==> src/design/point_in_polygon_inclusive_macros.svh <==
// ----------------------------------------------------------------------------
// Assertion macros for the point-in-polygon block
// Every macro samples on clk and is disabled while rst is high.
// ----------------------------------------------------------------------------
`ifndef POINT_IN_POLYGON_INCLUSIVE_MACROS_SVH
`define POINT_IN_POLYGON_INCLUSIVE_MACROS_SVH

// Condition holds in the same cycle as the trigger.
`define PIP_ASSERT_IMPL(lbl, trig, cond, msg) \
  lbl: assert property (@(posedge clk) disable iff (rst) (trig) |-> (cond)) \
    else $error(msg);

// Condition holds in the cycle after the trigger.
`define PIP_ASSERT_NEXT(lbl, trig, cond, msg) \
  lbl: assert property (@(posedge clk) disable iff (rst) (trig) |=> (cond)) \
    else $error(msg);

`endif

==> src/design/pip_pkg.sv <==
// ----------------------------------------------------------------------------
// pip_pkg
// Shared constants and control structs of the point-in-polygon block.
// ----------------------------------------------------------------------------
package pip_pkg;

  // fixed widths of the channel payloads and the count register
  localparam int PORT_COORD_W = 32;
  localparam int PORT_INDEX_W = 4;
  localparam int VC_W         = 5;

  // smallest polygon; smaller counts act as this
  localparam int MIN_VERTICES = 3;

  // depth of the command queue between front and back
  localparam int QUEUE_DEPTH = 2;

  // action codes
  localparam logic ACT_WRITE = 1'b0;
  localparam logic ACT_QUERY = 1'b1;

  // tag that rides with an edge through the edge pipeline
  typedef struct packed {
    logic valid;
    logic last;
  } edge_tag_t;

  // per-edge verdict leaving the edge pipeline
  typedef struct packed {
    logic valid;
    logic last;
    logic on_edge;
    logic flip;
  } edge_flags_t;

endpackage

==> src/design/pip_if.sv <==
// ----------------------------------------------------------------------------
// pip_if
// Valid/ready channels of the point-in-polygon block: command and result.
// ----------------------------------------------------------------------------
interface pip_in_if;
  import pip_pkg::*;

  logic                           valid;
  logic                           ready;
  logic                           action;
  logic [PORT_INDEX_W-1:0]        vertex_index;
  logic signed [PORT_COORD_W-1:0] coord_x;
  logic signed [PORT_COORD_W-1:0] coord_y;

  modport source (output valid, action, vertex_index, coord_x, coord_y, input ready);
  modport sink   (input valid, action, vertex_index, coord_x, coord_y, output ready);
endinterface


==> src/design/pip_front.sv <==
// ----------------------------------------------------------------------------
// pip_front
// Accept commands, classify them, narrow the coordinates and hand them on.
// ----------------------------------------------------------------------------
module pip_front #(
  parameter int MAX_VERTICES = 16,
  parameter int COORD_WIDTH  = 32,
  localparam int AW    = $clog2(MAX_VERTICES),
  localparam int CMD_W = 1 + AW + 2 * COORD_WIDTH
) (
  input  logic             clk,
  input  logic             rst,
  pip_in_if.sink           cmd,
  output logic             push_valid,
  input  logic             push_ready,
  output logic [CMD_W-1:0] push_data
);
  import pip_pkg::*;

  typedef struct packed {
    logic                          query;
    logic [AW-1:0]                 slot;
    logic signed [COORD_WIDTH-1:0] x;
    logic signed [COORD_WIDTH-1:0] y;
  } cmd_t;

  logic hold_valid;
  cmd_t hold_cmd;
  cmd_t cmd_next;
  logic keep;
  logic take;

  assign cmd.ready = !hold_valid || push_ready;
  assign take      = cmd.valid && cmd.ready;

  // drop writes to slots the store does not have
  assign keep = (cmd.action == ACT_QUERY) ||
                (32'(cmd.vertex_index) < 32'(MAX_VERTICES));

  always_comb begin
    cmd_next.query = (cmd.action == ACT_QUERY);
    cmd_next.slot  = AW'(cmd.vertex_index);
    cmd_next.x     = cmd.coord_x[COORD_WIDTH-1:0];
    cmd_next.y     = cmd.coord_y[COORD_WIDTH-1:0];
  end

  always_ff @(posedge clk) begin
    if (rst) begin
      hold_valid <= 1'b0;
    end else if (take) begin
      hold_valid <= keep;
    end else if (push_ready) begin
      hold_valid <= 1'b0;
    end
  end

  always_ff @(posedge clk) begin
    if (take) begin
      hold_cmd <= cmd_next;
    end
  end

  assign push_valid = hold_valid;
  assign push_data  = hold_cmd;

endmodule

==> src/flat_wrapper.sv <==
// flat-port wrapper written by rule: the top's interface ports become plain ports
module pip_front_flat import pip_pkg::*;
#(
  parameter int MAX_VERTICES = 16,
  parameter int COORD_WIDTH  = 32,
  localparam int AW    = $clog2(MAX_VERTICES),
  localparam int CMD_W = 1 + AW + 2 * COORD_WIDTH
)
  (clk, rst, push_valid, push_ready, push_data, cmd_valid, cmd_action, cmd_vertex_index, cmd_coord_x, cmd_coord_y, cmd_ready);
  pip_in_if cmd_i ();
  input  logic clk;
  input  logic rst;
  output logic push_valid;
  input  logic push_ready;
  output logic [CMD_W-1:0] push_data;
  input wire logic [$bits(cmd_i.valid)-1:0] cmd_valid;
  input wire logic [$bits(cmd_i.action)-1:0] cmd_action;
  input wire logic [$bits(cmd_i.vertex_index)-1:0] cmd_vertex_index;
  input wire logic [$bits(cmd_i.coord_x)-1:0] cmd_coord_x;
  input wire logic [$bits(cmd_i.coord_y)-1:0] cmd_coord_y;
  output wire logic [$bits(cmd_i.ready)-1:0] cmd_ready;
  assign cmd_i.valid = cmd_valid;
  assign cmd_i.action = cmd_action;
  assign cmd_i.vertex_index = cmd_vertex_index;
  assign cmd_i.coord_x = cmd_coord_x;
  assign cmd_i.coord_y = cmd_coord_y;
  assign cmd_ready = cmd_i.ready;
  pip_front #(.MAX_VERTICES(MAX_VERTICES), .COORD_WIDTH(COORD_WIDTH)) u_core (.clk(clk), .rst(rst), .cmd(cmd_i), .push_valid(push_valid), .push_ready(push_ready), .push_data(push_data));
endmodule
==> config.mk <==
export PLATFORM = sky130hd
export DESIGN_NAME = pip_front_flat
export DESIGN_NICKNAME = d
export VERILOG_FILES = /design/src/design/point_in_polygon_inclusive_macros.svh /design/src/design/pip_pkg.sv /design/src/design/pip_if.sv /design/src/design/pip_front.sv /design/src/flat_wrapper.sv
export SDC_FILE = /design/constraint.sdc
export NUM_CORES = 1
export LEC_CHECK = 0
export BUFFER_PORTS_ARGS = -buffer_cell sky130_fd_sc_hd__buf_2
export CAP_MARGIN = 20
export CORE_MARGIN = 4
export CORE_UTILIZATION = 46
export CTS_BUF_LIST = sky130_fd_sc_hd__clkbuf_2
export CTS_CLUSTER_DIAMETER = 120
export DETAILED_ROUTE_END_ITERATION = 8
export PLACE_DENSITY_LB_ADDON = 0.25
export SLEW_MARGIN = 20
export SYNTH_ARGS = -nofsm -noshare
export SYNTH_HDL_FRONTEND = slang
export SYNTH_SLANG_ARGS = --single-unit
==> constraint.sdc <==
create_clock -name clk -period 3.7 [get_ports clk]
set_clock_uncertainty 0.15 [all_clocks]
set_input_delay 0.74 -clock clk [delete_from_list [all_inputs] [get_ports clk]]
set_output_delay 0.74 -clock clk [all_outputs]
set_load 0.1 [all_outputs]
Word level (Yosys, flattened, before mapping)
Index checks and enable logic that the tools add are counted.
{ "word_totals": {"register_bits": 70, "input_bits": 73, "wordCells": 11} }
{ "op_classes": {"n_mux": 2, "n_reduce_logical": 4} }
{ "op_table": {"columns": ["op", "n"], "rows": [
  ["$mux 1", 2],
  ["$reduce_bool 2->1", 1],
  ["$logic_and 1x1->1", 1],
  ["$logic_not 1->1", 1],
  ["$logic_or 1x1->1", 1]
]} }

Depth between registers and ports, before layout
Gate-level depths: netlist of run 1.
{ "depth": {"word_depth": 4, "ltp_mapped": 2} }

Worst setup path before layout of run 1
No wires, ideal clock.
{ "synth_timing": {"path_kind": "register -> register", "start": "register u_core.hold_valid, in the netlist u_core.push_valid", "end": "register u_core.hold_cmd, in the netlist u_core.push_data[0], enable pin", "t_arrival_ps": 1847, "t_required_ps": 3223, "path_slack_ps": 1375, "path_stages_with_launch": 3, "n_path_buf": 0, "path_cell_list": "dfxtp_1 nand2b_4 and2_4"} }
{ "synth_between": {"elab_chain_len": 3} }
{ "synth_rtl": {"columns": ["item", "line", "source"], "rows": [
  ["start: declaration", "pip_front.sv:27", "logic hold_valid;"],
  ["start signal: assignment", "pip_front.sv:51", "hold_valid <= keep;"],
  ["$logic_not 1->1", "pip_front.sv:33", "assign cmd.ready = !hold_valid || push_ready;"],
  ["$logic_or 1x1->1", "pip_front.sv:33", null],
  ["named net cmd_ready", "flat_wrapper.sv:21", "output wire logic [$bits(cmd_i.ready)-1:0] cmd_ready;"],
  ["$logic_and 1x1->1", "pip_front.sv:34", "assign take = cmd.valid && cmd.ready;"],
  ["named net u_core.take", "pip_front.sv:31", "logic take;"],
  ["end signal: assignment", "pip_front.sv:59", "hold_cmd <= cmd_next;"],
  ["end: declaration", "pip_front.sv:28", "cmd_t hold_cmd;"]
]} }
The timed path passes the listed nets, and every way through them passes these cells.
A chain may end at the register's enable or synchronous reset.

Final worst setup path of run 1
{ "layout_timing": {"start": "input port push_ready", "end": "output port cmd_ready"} }
{ "layout_between": {"elab_chain_len": 1} }
{ "layout_rtl": {"columns": ["item", "line", "source"], "rows": [
  ["start: declaration", "flat_wrapper.sv:14", "input logic push_ready;"],
  ["$logic_or 1x1->1", "pip_front.sv:33", null],
  ["end: declaration", "flat_wrapper.sv:21", null]
]} }
Every way passes these cells.

==> results.yml, run 1 <==
route:
  wl_per_cell_microns: 15.0
  drt_iter0_drc: 95
  wirelength_microns: 4260
  avgViaCountPerCell: 4.39
  vias: 1246
  drc_errors: 0
  ant_nets: 0
  firstDrtPassIters: 4
floorplan:
  ios: 144
  die_x_microns: 76
  die_h_microns: 76
  start_util_pct: 48.2
  dieArea_sq_um: 5780
  core_sq_um: 4410
  num_rows: 24
logic_synthesis:
  syn_inst: 74
  synth_xor_area_share_pct: 0
  ys_warn_count: 0
  synth.cell_area_sq_um: 2130
  synth_top_area_share_pct: 97.4
  synth_cell_types: 6
  ys_ff_latch: 70
  synth_area_per_cell_sq_um: 28.7
  synth_compound_area_share_pct: 0.412
  yosysTopAreaCell: "edfxtp_1"
  synth_fa_ha_area_share_pct: 0
  synth_top_family_by_area: "simple AND/OR/NAND/NOR gates"
  synth_area_leaders: "edfxtp_1, dfxtp_1, nand2b_4, a21oi_2, and2_4"
  yosysSeqAreaShare_pct: 98.4
  synthMuxAreaShare_pct: 0
  synth-simple-area-share_pct: 1.06
  synth_nets: 147
critical_path:
  path_max_fanout: 3
  worst_ep_arrival_time_ps: 1360
  startpoint_type: "input pin"
  r2r_start: "u_core.push_valid$_SDFFE_PP0P_"
  end_kind: "output port"
  startpoint: "push_ready"
  critical_path_class: "in2out"
  worst-endpoint-required_ps: 2810
global_routing:
  grtUsageTotal_pct: 15.1
  grt_overflow: 0
  grt_first_pass_wirelength_microns: 6540
  grt_max_degree: 70
  antenna_found_initial: 0
  grt_pass1_vias: 1278
cts:
  clk_pin_slew_ps: 150
  clock_latency_ps: 440
  cts_setup_buffers: 0
  ctsResizeCount: 0
  htree_num_levels: 3
  cts-root-buf: "clkbuf_2"
  cts_tree: "done"
  clock-sinks: 70
  ctsHoldBuffers: 0
  ctsLongestPathBuffers: 2
  numCtsBuffers: 9
hold_path:
  holdCritStartpoint: "rst"
  hold_class: "in2reg"
sta:
  finalSetupTns_ps: 0
  max-slew-margin-rel_pct: 42.8
  drv_slew: 0
  fmax_mhz: 445
  tightest_slew_ps: 857
  hold_viol: 0
  setup_violations: 0
  finalCritPeriodShare_pct: 60.8
  fin_crit_ps: 2250
  grt_setup_unrepaired: "false"
layout:
  drive_above_1_share_pct: 68.5
  fin_util_pct: 67.5
  multi_input_area_sq_um: 31.3
  seqCellArea_sq_um: 2090
  diodes: 0
  final_nets: 301
  syn2layout_area_growth_pct: 40.1
  nFillCells: 317
power_and_ir_drop:
  p_per_area_nw_per_um2: 564
  p_leak_nw: 1.31
  peakVddDrop_uv: 301
  power.total_mw: 1.68
placement:
  port_buffers: 143
  gp_congestion: 0.734
flow_run:
  cap_viol_max_count: 0
status:
  status: "complete, no violations"
[worst paths after layout]
check | end | slack, ps | depth (start not counted)
worst min-delay path | u_core.push_valid$_SDFFE_PP0P_ | 270 | 2
worst max register to register | u_core.push_data[24]$_DFFE_PP_ | 2010 | 2
worst max-delay path | cmd_ready | 1450 | 3
worst min register to register | u_core.push_valid$_SDFFE_PP0P_ | 360 | 2
[layout make-up]
cell class / instances / area share (%)
Clock inverter: 3 / 0.420
Timing Repair Buffer: 143 / 24.0
Inverter: 1 / 0.126
Multi-Input combinational cell: 3 / 1.05
Clock buffer: 12 / 2.02
Tap cell: 52 / 2.18
Sequential cell: 70 / 70.2
[Yosys cell counts]
library cell	n
edfxtp_1	69
inv_1	1
nand2b_4	1
a21oi_2	1
dfxtp_1	1
and2_4	1
[per-stage QoR]
stage	std cells	hold WS (ps)	cell area, sq um	setup slack [ps]
3_5_place_dp	269	342	2910	1450
6_report	284	273	2980	1450
3_3_place_gp	269	337	2910	1460
2_1_floorplan	74	652	2130	1380
4_1_cts	284	209	2980	1430
5_1_grt	284	197	2980	1390
[flip-flops by register name, indices dropped and copies added, names as in the netlist]
register	flops
u_core.push_valid	1
u_core.push_data	69
[layout by cell type (no fill, tap or decap)]
master	count
clkinv_1	2
nand2b_4	1
dfxtp_1	1
a21oi_2	1
buf_2	143
clkbuf_2	12
edfxtp_1	69
clkinv_2	1
inv_1	1
and2_4	1
[worst max-delay path: stages]
cell	delay, ps
buf_2	80
nand2b_4	120
buf_2	420
[where the power goes]
group          total (mW)  internal, mW  leakage [nW]  switching, mW
combinational       0.426        0.0566         0.581          0.369
clock               0.319        0.0887        0.0569          0.231
sequential          0.936         0.926         0.676        0.00989
[per-layer routing]
layer | routed length, microns | up-vias | global-route usage, %
met4 | 148 | 0 | 10.5
met2 | 1960 | 99 | 22.3
met5 | 0 | - | 0
li1 | - | 602 | -
met3 | 668 | 13 | 9.10
met1 | 1480 | 532 | 16.0
[logic make-up after synthesis]
logic type	count (synthesis)
buffers and inverters	1
AO/OA/AOI/OAI	1
AND/OR/NAND/NOR	2
flip-flops	70
No activity file was read; power rests on OpenSTA's default activity.
==> run 2, diff against run 1 <==
--- a/config.mk
+++ b/config.mk
@@ -5,10 +5,11 @@
 export SDC_FILE = /design/constraint.sdc
 export NUM_CORES = 1
 export LEC_CHECK = 0
+export ABC_AREA = 1
 export BUFFER_PORTS_ARGS = -buffer_cell sky130_fd_sc_hd__buf_2
 export CAP_MARGIN = 20
 export CORE_MARGIN = 4
-export CORE_UTILIZATION = 46
+export CORE_UTILIZATION = 38
 export CTS_BUF_LIST = sky130_fd_sc_hd__clkbuf_2
 export CTS_CLUSTER_DIAMETER = 120
 export DETAILED_ROUTE_END_ITERATION = 8
==> constraint.sdc (replaced) <==
create_clock -name clk -period 2 [get_ports clk]
set_clock_uncertainty 0.15 [all_clocks]
set_input_delay 0.4 -clock clk [delete_from_list [all_inputs] [get_ports clk]]
set_output_delay 0.4 -clock clk [all_outputs]
set_load 0.1 [all_outputs]
==> results.yml, run 2 <==
status:
  status: "complete, no violations"
hold_path:
  worstHoldPathCells: 4
  hold_class: "in2reg"
cts:
  clock-sinks: 70
  cts-root-buf: "clkbuf_2"
  clk_pin_slew_ps: 200
  clock_latency_ps: 450
  cts_tree: "done"
  ctsResizeCount: 0
  ctsHoldBuffers: 71
  cts_setup_buffers: 0
  ctsLongestPathBuffers: 2
  htree_num_levels: 3
  numCtsBuffers: 9
sta:
  hold_viol: 0
  grt_setup_unrepaired: "false"
  whs_ps: 387
  setup_violations: 0
  drv_slew: 0
  fmax_mhz: 529
  fin_crit_ps: 1890
  finalCritPeriodShare_pct: 94.4
  tightest_slew_ps: 504
  max-slew-margin-rel_pct: 66.6
logic_synthesis:
  synth_nets: 148
  synth_area_leaders: "edfxtp_1, dfxtp_1, a21oi_2, nand2_2, a21oi_1"
  synth_most_common_cell: "edfxtp_1"
  synth_top_area_share_pct: 97.8
  synth.cell_area_sq_um: 2120
  ys_ff_latch: 70
  yosysSeqAreaShare_pct: 98.7
  yosysTopAreaCell: "edfxtp_1"
  synth-edff-count: 69
  synth_flop_cell: "edfxtp_1"
  synth_cell_types: 7
  syn_inst: 75
  ys_warn_count: 0
  synth_area_per_cell_sq_um: 28.3
  synthArstFlopShare_pct: 0
placement:
  gp_congestion: 0.699
  port_buffers: 143
critical_path:
  critical_path_class: "reg2out"
  cp_slowest_cell: "buf_2"
  startpoint_type: "flop"
  crit_family: "buffers and inverters"
  r2r_cells: 2
  worst-endpoint-required_ps: 1450
  path_max_fanout: 3
  crit_cells: 2
  worst_ep_arrival_time_ps: 1340
  end_kind: "output port"
  cpPeakStageDelay_ps: 420
  path_cells: "nand2_2 > buf_2"
  path_buf_inv: 1
layout:
  final_nets: 375
  diodes: 0
  syn2layout_area_growth_pct: 79.9
  nFillCells: 364
  layout_common_cells: "buf_2, dlygate4sd3_1, edfxtp_1, clkbuf_2"
  final_common_cell: "buf_2"
  largest_reg_flops: 69
  drive_above_1_share_pct: 54.1
floorplan:
  ios: 144
  die_h_microns: 82.7
  num_rows: 26
  dieArea_sq_um: 6840
  start_util_pct: 40.2
  die_x_microns: 82.7
  core_sq_um: 5270
global_routing:
  grt_pass1_vias: 1733
  grt_overflow: 0
  grt_max_degree: 43
  grtUsageTotal_pct: 17.4
  grt_first_pass_wirelength_microns: 8220
  antenna_found_initial: 0
route:
  wirelength_microns: 5690
  firstDrtPassIters: 4
  drc_errors: 0
  vias: 1568
  ant_nets: 0
  drt_iter0_drc: 39
  avgViaCountPerCell: 4.16
  wl_per_cell_microns: 15.1
power_and_ir_drop:
  p_leak_nw: 1.65
  peakVddDrop_uv: 479
  power.total_mw: 3.54
  p_per_area_nw_per_um2: 928
flow_run:
  cap_viol_max_count: 0
-- run 2: final timing paths --
path | start | to | slack, ps
max | u_core.push_valid$_SDFFE_PP0P_ | cmd_ready | 110
min | push_ready | u_core.push_data[14]$_DFFE_PP_ | 390
max reg2reg | u_core.push_valid$_SDFFE_PP0P_ | u_core.push_data[32]$_DFFE_PP_ | 640
min reg2reg | u_core.push_valid$_SDFFE_PP0P_ | u_core.push_data[14]$_DFFE_PP_ | 650
-- run 2: metrics by stage --
| stage | setup TNS [ps] | cell area [sq um] | instances | util [%] | worst slack (ps) |
|---|---|---|---|---|---|
| 2_1_floorplan | -16440 | 2130 | 75 | - | -238 |
| 3_3_place_gp | 0 | 2970 | 290 | 56.3 | 440 |
| 3_5_place_dp | 0 | 2970 | 290 | 56.3 | 438 |
| 4_1_cts | 0 | 3810 | 377 | 72.3 | 48.4 |
| 5_1_grt | 0 | 3810 | 377 | 72.3 | 0.756 |
| 6_report | 0 | 3810 | 377 | 72.3 | 111 |
-- run 2: layer usage --
| metal | routed length, microns | up-vias | track usage, % |
|---|---|---|---|
| met3 | 743 | 7 | 9.22 |
| met2 | 3050 | 97 | 32.1 |
| met1 | 1820 | 711 | 16.1 |
| met5 | 0 | - | 0 |
| li1 | - | 753 | - |
| met4 | 76 | 0 | 6.37 |
-- run 2: area by class of cell --
cell class,count,area [sq um],share of cell area [%]
tap,70,87.6,2.30
inverter,2,7.51,0.197
clock inverter,6,86.3,2.26
multi-input combinational,3,31.3,0.820
timing repair buffer,216,1450,38.1
sequential,70,2100,55.0
clock buffer,10,50.0,1.31
-- run 2: cell families (layout without fill, tap and decap cells) --
family	count (synthesis)	count (layout)	share of synthesized area (%)
flops	70	70	98.7
compound gates	2	2	0.649
buf+inv	2	234	0.354
simple gates	1	1	0.295
-- run 2: report_power, final --
part	internal (mW)	total (mW)	switching, mW
clock	0.417	0.892	0.475
combinational	0.201	0.916	0.715
sequential	1.71	1.73	0.0204
total	2.33	3.54	1.21
-- run 2: worst register-to-register path: cells and delay by family, from the launching register on --
family	cells	cell delay (ps)
buffers and inverters	1	340
DFF	1	390
AOI/OAI and AO/OA	1	160
