**src/design/point_in_polygon_inclusive_macros.svh**
```systemverilog
// ----------------------------------------------------------------------------
// Assertion macros for the point-in-polygon block
// Every macro samples on clk and is disabled while rst is high.
// ----------------------------------------------------------------------------
`ifndef POINT_IN_POLYGON_INCLUSIVE_MACROS_SVH
`define POINT_IN_POLYGON_INCLUSIVE_MACROS_SVH

// Condition holds in the same cycle as the trigger.
`define PIP_ASSERT_IMPL(lbl, trig, cond, msg) \
  lbl: assert property (@(posedge clk) disable iff (rst) (trig) |-> (cond)) \
    else $error(msg);

// Condition holds in the cycle after the trigger.
`define PIP_ASSERT_NEXT(lbl, trig, cond, msg) \
  lbl: assert property (@(posedge clk) disable iff (rst) (trig) |=> (cond)) \
    else $error(msg);

`endif

```
**src/design/pip_queue.sv**
```systemverilog
// ----------------------------------------------------------------------------
// pip_queue
// Small register queue that decouples the front from the back.
// ----------------------------------------------------------------------------
`include "point_in_polygon_inclusive_macros.svh"

module pip_queue #(
  parameter int WIDTH = 8,
  parameter int DEPTH = 2,
  localparam int PW   = $clog2(DEPTH),
  localparam int CNTW = $clog2(DEPTH + 1)
) (
  input  logic             clk,
  input  logic             rst,
  input  logic             push_valid,
  output logic             push_ready,
  input  logic [WIDTH-1:0] push_data,
  output logic             pop_valid,
  input  logic             pop_ready,
  output logic [WIDTH-1:0] pop_data
);

  logic [WIDTH-1:0] slots [DEPTH];
  logic [PW-1:0]    wr_ptr;
  logic [PW-1:0]    rd_ptr;
  logic [CNTW-1:0]  count;
  logic             push_fire;
  logic             pop_fire;

  assign push_ready = (count != CNTW'(DEPTH));
  assign pop_valid  = (count != '0);
  assign pop_data   = slots[rd_ptr];
  assign push_fire  = push_valid && push_ready;
  assign pop_fire   = pop_valid && pop_ready;

  always_ff @(posedge clk) begin
    if (rst) begin
      wr_ptr <= '0;
      rd_ptr <= '0;
      count  <= '0;
    end else begin
      if (push_fire) begin
        wr_ptr <= (wr_ptr == PW'(DEPTH - 1)) ? '0 : wr_ptr + PW'(1);
      end
      if (pop_fire) begin
        rd_ptr <= (rd_ptr == PW'(DEPTH - 1)) ? '0 : rd_ptr + PW'(1);
      end
      case ({push_fire, pop_fire})
        2'b10:   count <= count + CNTW'(1);
        2'b01:   count <= count - CNTW'(1);
        default: count <= count;
      endcase
    end
  end

  always_ff @(posedge clk) begin
    if (push_fire) begin
      slots[wr_ptr] <= push_data;
    end
  end

  `PIP_ASSERT_IMPL(a_empty_ptrs_meet, count == '0, wr_ptr == rd_ptr, "queue empty but pointers differ")

endmodule

```
**config.mk**
```make
export PLATFORM = sky130hd
export DESIGN_NAME = pip_queue
export DESIGN_NICKNAME = d
export VERILOG_FILES = /design/src/design/pip_queue.sv
export VERILOG_INCLUDE_DIRS = /design/src /design/src/design
export SDC_FILE = /design/constraint.sdc
export NUM_CORES = 1
export LEC_CHECK = 0
export ABC_AREA = 1
export BUFFER_PORTS_ARGS = -buffer_cell sky130_fd_sc_hd__buf_2
export CORE_MARGIN = 2
export CORE_UTILIZATION = 50
export CTS_CLUSTER_DIAMETER = 60
export DETAILED_ROUTE_END_ITERATION = 6
export PLACE_DENSITY = 0.79
export SETUP_SLACK_MARGIN = 0.3
export SYNTH_ARGS = -nofsm -noshare
export SYNTH_HDL_FRONTEND = slang
export SYNTH_SLANG_ARGS = --single-unit
```
**constraint.sdc**
```tcl
create_clock -name clk -period 1.65 [get_ports clk]
set_clock_uncertainty 0.2 [all_clocks]
set_input_delay 0.2475 -clock clk [delete_from_list [all_inputs] [get_ports clk]]
set_output_delay 0.2475 -clock clk [all_outputs]
set_load 0.01 [all_outputs]
```
* After elaboration in Yosys (flattened, before gate mapping)
Memories as Yosys holds them, arrays and structs flattened. A register that Yosys moved wholly into a read port is not among the register bits.
Index checks and enable logic that the tools add are counted.
** Storage, ports and cells
- Bits in registers :: 4
- Memory bits (writable) :: 16
- Bits of input ports :: 12
- Memories kept :: 1
** Memories
- slots :: depth 2, width 8, read ports 1, clocked after Yosys merged registers in 1, write ports 1, line pip_queue.sv:23 : logic [WIDTH-1:0] slots [DEPTH];
** Operators by class
- $add $sub $neg :: 4
- Eq/ne operators :: 3
- Muxes and demuxes :: 7
- Reduce and logical (&&, ||, !) cells :: 4
** Operator list (count)
- 1-bit two-way mux :: 6
- 2-bit one-hot mux with 2 select lines :: 1
- 2-bit nonzero test :: 2
- 1-bit adder, second input constant :: 2
- 2-bit by 1-bit adder with 2-bit output, second input constant :: 1
- 2-bit by 1-bit equality test with 1-bit output, second input constant :: 1
- 2-bit equality test, second input constant :: 1
- 1-bit logical AND :: 2
- 2-bit inequality test, second input constant :: 1
- 2-bit by 1-bit subtractor with 2-bit output, second input constant :: 1

* Longest topological paths before layout
Gate-level depths: netlist of the first run.
- Word-level depth :: 4
- Mapped depth :: 10
- Mapped depth without buffers :: 10

* Least setup slack after synthesis of the first run
No wires, ideal clock.
- Path type :: flip-flop to flip-flop
- Start :: reg count[0]
- End :: mem slots[1][0] (enable)
- Arrival :: 0.968 ns
- Required time :: 1.080 ns
- Setup slack :: 0.112 ns
- Stages on the path, launching flop included :: 5
- Buffers on the path :: 0
- Clock period less this slack :: 1.538 ns
- Cells stage by stage :: dfxtp_1 inv_2 nand2_2 nand2_4 nor2_1
** On the way
- Cells in the longest elaborated chain, start to end :: 4
** Ends and longest elaborated chain
- from (decl) :: line pip_queue.sv:26 : logic [CNTW-1:0] count;
- from (signal assigned) :: line pip_queue.sv:49 : 2'b10: count <= count + CNTW'(1);
- from (signal assigned) :: line pip_queue.sv:50 : 2'b01: count <= count - CNTW'(1);
- from (signal assigned) :: line pip_queue.sv:51 : default: count <= count;
- 2-bit inequality test :: line pip_queue.sv:30 : assign push_ready = (count != CNTW'(DEPTH));
- via push_ready :: line pip_queue.sv:16 : output logic push_ready,
- 1-bit logical AND :: line pip_queue.sv:33 : assign push_fire = push_valid && push_ready;
- 1-bit two-way mux :: line pip_queue.sv:57 : if (push_fire) begin
- 1-bit two-way mux (not written as such) :: line pip_queue.sv:58 : slots[wr_ptr] <= push_data;
- to (decl) :: line pip_queue.sv:23
The timed path passes the listed nets, and every way through them passes these cells.

==> results of run 1 <==
==> layer usage <==
layer,global-route usage,routed length [um]
met5,0,0
met4,0.0914,40
met3,0.0397,70
met2,0.369,1000
met1,0.159,625
==> power by group through the flow <==
| stage | clock (mW) | sequential, mW | combinational [mW] |
|---|---|---|---|
| 2_1_floorplan | 0 | 0.697 | 0.333 |
| 3_3_place_gp | 0 | 0.699 | 0.430 |
| 3_5_place_dp | 0 | 0.706 | 0.444 |
| 4_1_cts | 0.243 | 0.700 | 0.603 |
| 5_1_grt | 0.268 | 0.712 | 0.695 |
| 6_report | 0.239 | 0.704 | 0.653 |
==> area by class of cell <==
class,count,area (um2),share of cell area
clock buffer,4,26.3,0.0202
inverter,8,37.5,0.0288
multi-input combinational,33,315,0.242
sequential,21,589,0.453
tap,17,21.3,0.0163
timing repair buffer,36,312,0.239
==> timing repair <==
item                                   CTS  global route
gates cloned                             0             0
hold buffers                             8             0
endpoints found under the hold margin   16             0
buffers inserted                         3             2
setup endpoints to repair               20            28
gates resized for setup                 20             5
pin swaps                                4             1
==> registers in the layout, indices dropped and copies added (netlist names), named ones only <==
signal  count
slots      16
rd_ptr      1
wr_ptr      1
count       2
==> through the flow <==
stage	power, mW	utilization	hold WS (ns)
after floorplan	1.03	-	0.146
after global placement	1.13	0.616	0.235
after detailed placement	1.15	0.616	0.241
after CTS	1.55	0.747	0.0500
after global routing	1.67	0.770	0.0701
final	1.60	0.770	0.0538
==> cells by family (layout without fill, tap and decap cells) <==
| family | count (synthesis) | after routing | synth area share |
|---|---|---|---|
| flops | 21 | 21 | 0.658 |
| simple gates | 19 | 19 | 0.115 |
| buf+inv | 9 | 48 | 0.0525 |
| compound gates | 5 | 5 | 0.0369 |
| fa+ha+maj | 1 | 1 | 0.0142 |
| mux | 8 | 8 | 0.123 |
==> synth_stat cells <==
| cell type | instances |
|---|---|
| o21ai_0 | 1 |
| nand2_4 | 3 |
| nor2_2 | 1 |
| mux2_4 | 5 |
| clkinv_4 | 1 |
| nor2_1 | 9 |
| dfxtp_1 | 5 |
| inv_2 | 2 |
| o21ai_2 | 2 |
| inv_1 | 5 |
| nand2_1 | 4 |
| nand4_1 | 1 |
| buf_6 | 1 |
| a21oi_1 | 2 |
| nand2_2 | 1 |
| ha_1 | 1 |
| mux2_2 | 3 |
| edfxtp_1 | 16 |
==> tightest hold or removal path, delay by kind of cell <==
family	cells	cell delay [ns]
compound gates	1	0.07
buf+inv	2	0.16
simple gates	1	0.03
==> path summary, 6_finish.rpt <==
| path | startpoint | end | slack [ns] | depth (start not counted) |
|---|---|---|---|---|
| worst max-delay path | flip-flop | pop_data[4] | -0.02 | 3 |
| worst min-delay path | rst | wr_ptr$_SDFFE_PP0N_ | 0.05 | 4 |
| worst max register to register | count[0]$_SDFFE_PP0P_ | count[1]$_SDFFE_PP0P_ | 0.19 | 10 |
| worst min register to register | rd_ptr$_SDFFE_PP0P_ | flip-flop | 0.31 | 2 |
==> results.cfg, run 1 <==
[outcome]
outcome = complete, but fails checks
violations = setup timing

[cts]
clkLatencyLatePin_ns = 0.30
cts_tree = yes
root_buffer = clkbuf_4
htree_num_levels = 1
cts.sinks = 21
clock_path_buffers = 2
clkTransAtPathRegs_ns = 0.11
numCtsBuffers = 3

[power]
switching_share = 0.304
intPower_mw = 1.11
p_leak_nw = 0.542
ir_worst_vdd_v = 0.000895
clkPwrFrac = 0.150
p_comb_frac = 0.409
power-per-cell-area_nw_per_um2 = 1230
p_switching_uw = 485
power_frac_seq = 0.441

[global_routing]
grt_usage = 0.182
grt_pass1_wl_mm = 2.52
grt_start_max_net_pins = 12
overflow = 0
grt_pass1_vias = 607
antenna_found_initial = 0

[place]
io_buffers = 21
hpwl_mm = 1.05
dpl_worst_slack_ns = 0.188
place.gp.congestion = 0.693
place_area_um2 = 1040
dp.cells = 102

[yosys]
syn_nets = 76
ys_warn_count = 0
avgSynthCellArea_um2 = 14.0
synth_cells = 63
synth_top_cell_area_share = 0.545
synth_area_leaders = edfxtp_1 54%, dfxtp_1 11%, mux2_4 8.5%
synth_top_area_cell = edfxtp_1
synth.cell_area_um2 = 882
synth_cell_types = 18
synth_seq_area_share = 0.658
ys_seq_elements = 21

[sta]
hold_violations = 0
fin_ws_ns = -0.0182
period_needed_ns = 1.67
tightest_slew_ns = 0.278
max_freq_mhz = 599
slew_viol_final = 0
min_period_over_period = 1.01
slew_headroom = 0.814
setup-tns-final_ns = -0.105
rsz0062_at_grt = true
setup_viol = 8

[critical_path]
crit_path_start_kind = flip-flop
worstPathRequired_ns = 1.20
crit_family = flip-flops
crit_type = reg2out
cp_cell_sequence = buf_8, mux2_4, buf_6
slowest_delay_ns = 0.35
crit_fanout = 8
critical_path_buf_inv_count = 2
arrival_ns = 1.22
worst_path_max_delay_cell = dfxtp_2
cp-end-kind = output pin

[drt]
wl_per_cell_um = 14.6
ant_nets = 0
routed_via_density = 5.18
routed_wl_mm = 1.74
initialDrtViolationCount = 7
dr_total_vias = 617
drc = 0
first_pass_iters = 4

[floorplanning]
start_util = 0.522
io_pins = 22
die_width_um = 46
row_count = 15
dieHeight_um = 46
die_area_um2 = 2120
coreArea_um2 = 1690

[flow_run]
max_cap_violations = 0

[final_layout]
final_cell_mix = 16 x edfxtp_1, 11 x buf_2, 11 x buf_6
layout_commonest_cell = edfxtp_1
fin_cells = 119
fin_area_um2 = 1300
filler_cell_count = 107
final_layout_size_suffix_gt1_frac = 0.569
diodes = 0
final_nets = 116
syn2layout_area_growth_pct = 47.5

[hold_path]
holdCritPathClass = in2reg
Note: power is estimated with default switching activity, not from simulation.
==> run 2, diff against run 1 <==
==> constraint.sdc (replaced) <==
create_clock -name clk -period 1.7 [get_ports clk]
set_clock_uncertainty 0.2 [all_clocks]
set_input_delay 0.255 -clock clk [delete_from_list [all_inputs] [get_ports clk]]
set_output_delay 0.255 -clock clk [all_outputs]
set_load 0.01 [all_outputs]
==> results.cfg, run 2 (synthesized netlist as in run 1, its figures left out) <==
[outcome]
outcome = finished clean

[sta]
rsz0062_at_grt = true
hold_violations = 0
slew_headroom = 0.868
slew_viol_final = 0
setup-tns-final_ns = 0
min_period_over_period = 0.991
period_needed_ns = 1.68
setup_viol = 0
max_freq_mhz = 594
tightest_slew_ns = 0.197

[drt]
routed_wl_mm = 1.73
routed_via_density = 5.03
dr_total_vias = 603
ant_nets = 0
wl_per_cell_um = 14.4
first_pass_iters = 4
initialDrtViolationCount = 13
drc = 0

[floorplanning]
coreArea_um2 = 1690
dieHeight_um = 46
io_pins = 22
start_util = 0.522
die_width_um = 46
die_area_um2 = 2120
row_count = 15

[cts]
numCtsBuffers = 3
cts_tree = yes
clock_path_buffers = 2
htree_num_levels = 1
clkTransAtPathRegs_ns = 0.11
root_buffer = clkbuf_4
cts.sinks = 21
clkLatencyLatePin_ns = 0.29

[final_layout]
layout_commonest_cell = edfxtp_1
diodes = 0
fin_cells = 120
syn2layout_area_growth_pct = 45.8
final_layout_size_suffix_gt1_frac = 0.573
top_register = slots
largest_register_ffs = 16
top_regs = slots (16), count (2)
final_cell_mix = 16 x edfxtp_1, 11 x buf_2, 10 x buf_6
final_nets = 117
filler_cell_count = 107

[place]
place.gp.congestion = 0.768
dp.cells = 103
hpwl_mm = 1.04
io_buffers = 21

[critical_path]
cp-end-kind = output pin
worstPathRequired_ns = 1.24
crit_path_start_kind = flip-flop
crit_fanout = 8
crit_type = reg2out
arrival_ns = 1.23

[power]
p_leak_nw = 0.548
p_comb_frac = 0.415
power-per-cell-area_nw_per_um2 = 1200
power_frac_seq = 0.439
switching_share = 0.305
ir_worst_vdd_v = 0.000823
p_switching_uw = 473
intPower_mw = 1.08
clkPwrFrac = 0.146

[flow_run]
max_cap_violations = 0

[global_routing]
grt_pass1_wl_mm = 2.44
antenna_found_initial = 0
grt_usage = 0.174
grt_pass1_vias = 599
overflow = 0
grt_start_max_net_pins = 13

[hold_path]
holdCritPathClass = in2reg
[run 2: cell types whose count changed in the layout (fill, tap and decap cells not counted), moves of 2 or more]
cell,previous run,this run
inv_4,1,3
nor2_4,2,0
inv_2,2,0
buf_4,5,7
[run 2: critical path: stages (launching register included)]
cell,delay [ns]
dfxtp_2,0.35
buf_8,0.14
mux2_4,0.32
buf_6,0.12
[run 2: routing by layer]
| metal | up-vias | GRT usage | part of all wire |
|---|---|---|---|
| li1 | 295 | - | - |
| met1 | 287 | 0.187 | 0.35 |
| met2 | 17 | 0.322 | 0.59 |
| met3 | 4 | 0.0278 | 0.039 |
| met4 | 0 | 0.0857 | 0.012 |
| met5 | - | 0 | 0 |
[run 2: path summary, 6_finish.rpt]
kind / cells after the start / from / endpoint / slack [ns]
hold / removal: 3 / push_valid / wr_ptr$_SDFFE_PP0N_ / 0.07
hold reg to reg: 2 / rd_ptr$_SDFFE_PP0P_ / rd_ptr$_SDFFE_PP0P_ / 0.31
setup reg to reg: 10 / count[0]$_SDFFE_PP0P_ / count[1]$_SDFFE_PP0P_ / 0.24
setup / recovery: 3 / flip-flop / pop_data[0] / 0.02
[run 2: stage by stage]
step / worst slack [ns] / power [mW] / hold slack [ns] / instance area [um2] / utilization
global placement: 0.266 / 1.09 / 0.242 / 1040 / 0.617
detailed placement: 0.237 / 1.12 / 0.247 / 1040 / 0.617
floorplan: 0.213 / 0.993 / 0.154 / 905 / -
finish: 0.0153 / 1.55 / 0.0667 / 1290 / 0.761
CTS: 0.0130 / 1.48 / 0.0504 / 1250 / 0.741
global route: -0.0363 / 1.63 / 0.0604 / 1290 / 0.761
[run 2: power groups by stage]
stage          logic, mW  registers (mW)  clock network, mW
6_report           0.643           0.679              0.227
3_3_place_gp       0.418           0.676                  0
3_5_place_dp       0.432           0.683                  0
2_1_floorplan      0.317           0.676                  0
5_1_grt            0.692           0.687              0.254
4_1_cts            0.566           0.675              0.236
[run 2: area by class of cell]
type	instances	area (um2)	share of cell area
sequential	21	587	0.456
timing repair buffer	37	315	0.245
multi-input combinational	33	293	0.228
inverter	8	42.5	0.0331
clock buffer	3	22.5	0.0175
tap	17	21.3	0.0165
clock inverter	1	5.00	0.00389
[run 2: what timing repair did]
| action | 4_1_cts | 5_1_grt |
|---|---|---|
| buffers inserted | 4 | 1 |
| pin swaps | 6 | 3 |
| hold buffers | 8 | 0 |
| cloned | 0 | 0 |
| resized for setup | 16 | 8 |
| endpoints found under the hold margin | 16 | 0 |
| setup endpoints to repair | 10 | 12 |
==> run 3, diff against run 2 <==
--- a/config.mk
+++ b/config.mk
@@ -7,12 +7,12 @@
 export NUM_CORES = 1
 export LEC_CHECK = 0
 export ABC_AREA = 1
-export BUFFER_PORTS_ARGS = -buffer_cell sky130_fd_sc_hd__buf_2
 export CORE_MARGIN = 2
-export CORE_UTILIZATION = 50
+export CORE_UTILIZATION = 57
 export CTS_CLUSTER_DIAMETER = 60
 export DETAILED_ROUTE_END_ITERATION = 6
-export PLACE_DENSITY = 0.79
+export DONT_BUFFER_PORTS = 1
+export PLACE_DENSITY = 0.75
 export SETUP_SLACK_MARGIN = 0.3
 export SYNTH_ARGS = -nofsm -noshare
 export SYNTH_HDL_FRONTEND = slang
==> results.cfg, run 3 (synthesized netlist as in run 1, its figures left out) <==
[place]
hpwl_um = 938
dp.cells = 80
place.gp.congestion = 0.639
place_area_um2 = 928
dpl_worst_slack_ns = 0.211
io_buffers = 0

[critical_path]
cp_cell_sequence = mux2_4
arrival_ns = 1.11
critical_path_buf_inv_count = 0
worstPathRequired_ns = 1.24
r2r_end = count[1]$_SDFFE_PP0P_
crit_type = reg2out
crit_family = flip-flops
crit_path_start_kind = flip-flop
reg2reg_slack_ns = 0.26
worstRegToRegCells = 10
crit_fanout = 8
worst_path_max_delay_cell = dfxtp_4
slowest_delay_ns = 0.45
reg2reg_from = count[0]$_SDFFE_PP0P_
cp-end-kind = output pin

[floorplanning]
dieHeight_um = 43.3
row_count = 14
die_width_um = 43.3
start_util = 0.599
die_area_um2 = 1880
coreArea_um2 = 1470
io_pins = 22

[final_layout]
seq_area_um2 = 589
filler_cell_count = 99
multi_input_area_um2 = 299
top_regs = slots (16), count (2)
syn2layout_area_growth_pct = 29.2
largest_register_ffs = 16
final_nets = 98
diodes = 0
fin_cells = 100
layout_commonest_cell = edfxtp_1
fin_area_um2 = 1140
top_register = slots
final_layout_size_suffix_gt1_frac = 0.440
post-route-util = 0.775
final_cell_mix = 16 x edfxtp_1, 9 x dlygate4sd3_1, 8 x mux2_4

[drt]
wl_met1_um = 578
routed_via_density = 5.11
initialDrtViolationCount = 8
first_pass_iters = 4
routed_wl_mm = 1.49
dr_total_vias = 511
top_layer = met4
drc = 0
wl_per_cell_um = 14.9
ant_nets = 0
wl_met3_um = 83
met2_length_um = 778

[sta]
fin_ws_ns = 0.137
setup_viol = 0
slew_viol_final = 0
setup-tns-final_ns = 0
slew_headroom = 0.879
rsz0062_at_grt = true
min_period_over_period = 0.920
tightest_slew_ns = 0.181
whs_ns = -0.0152
hold_violations = 2
period_needed_ns = 1.56
max_freq_mhz = 640

[cts]
clkLatencyLatePin_ns = 0.31
htree_num_levels = 1
cts_tree = yes
numCtsBuffers = 3
clock_path_buffers = 2
cts.sinks = 21
clkTransAtPathRegs_ns = 0.12
root_buffer = clkbuf_4
postCtsHoldBufs = 10

[power]
power-per-cell-area_nw_per_um2 = 1220
ir_worst_vdd_v = 0.000806
power.total_mw = 1.39
p_leak_nw = 0.459

[global_routing]
grt_usage = 0.188
grt_pass1_vias = 510
antenna_found_initial = 0
overflow = 0
grt_start_max_net_pins = 13
grt_pass1_wl_mm = 2.36

[outcome]
outcome = complete, but fails checks
violations = hold timing

[hold_path]
min_from = pop_ready
hold_depth = 4
min_delay_worst_endpoint = rd_ptr$_SDFFE_PP0P_
holdCritPathClass = in2reg

[flow_run]
max_cap_violations = 0
[run 3: cell count changes in the layout (fill, tap and decap cells not counted), moves of 2 or more]
cell,previous run,this run
buf_2,11,0
buf_6,10,1
inv_2,0,2
inv_4,3,1
nor2_4,0,2
[run 3: per-layer routing]
metal | GRT usage | up-vias
met5 | 0 | -
met4 | 0.164 | 0
met3 | 0.0458 | 5
met2 | 0.307 | 17
met1 | 0.202 | 235
li1 | - | 254
[run 3: power breakdown]
| part | switching (mW) | internal (mW) | leakage, nW |
|---|---|---|---|
| clock network | 0.152 | 0.0881 | 0.0177 |
| registers | 0.0576 | 0.637 | 0.193 |
| logic | 0.219 | 0.232 | 0.249 |
[run 3: cell type report]
cell class	instances	area share
Multi-Input combinational cell	33	0.262
Sequential cell	21	0.517
Timing Repair Buffer	18	0.146
Tap cell	16	0.0176
Clock inverter	1	0.00439
Inverter	8	0.0329
Clock buffer	3	0.0198
[run 3: worst max path at each step]
stage | startpoint | slack [ns] | depth (start not counted) | to
3_3_place_gp | count[0]$_SDFFE_PP0P_ | 0.24 | 10 | count[1]$_SDFFE_PP0P_
3_5_place_dp | count[0]$_SDFFE_PP0P_ | 0.21 | 10 | count[1]$_SDFFE_PP0P_
5_1_grt | flip-flop | 0.1 | 1 | pop_data[7]
4_1_cts | flip-flop | 0.13 | 1 | pop_data[7]
6_report | flip-flop | 0.14 | 1 | pop_data[7]
2_1_floorplan | count[0]$_SDFFE_PP0P_ | 0.21 | 4 | slots[1][0]$_DFFE_PP_
[run 3: what timing repair did]
item                                    CTS  global route
cloned                                    0             0
endpoints found under the setup margin   22            22
gates resized for setup                   9             5
buffers inserted                          4             2
endpoints found under the hold margin    21             2
pin swaps                                 5             0
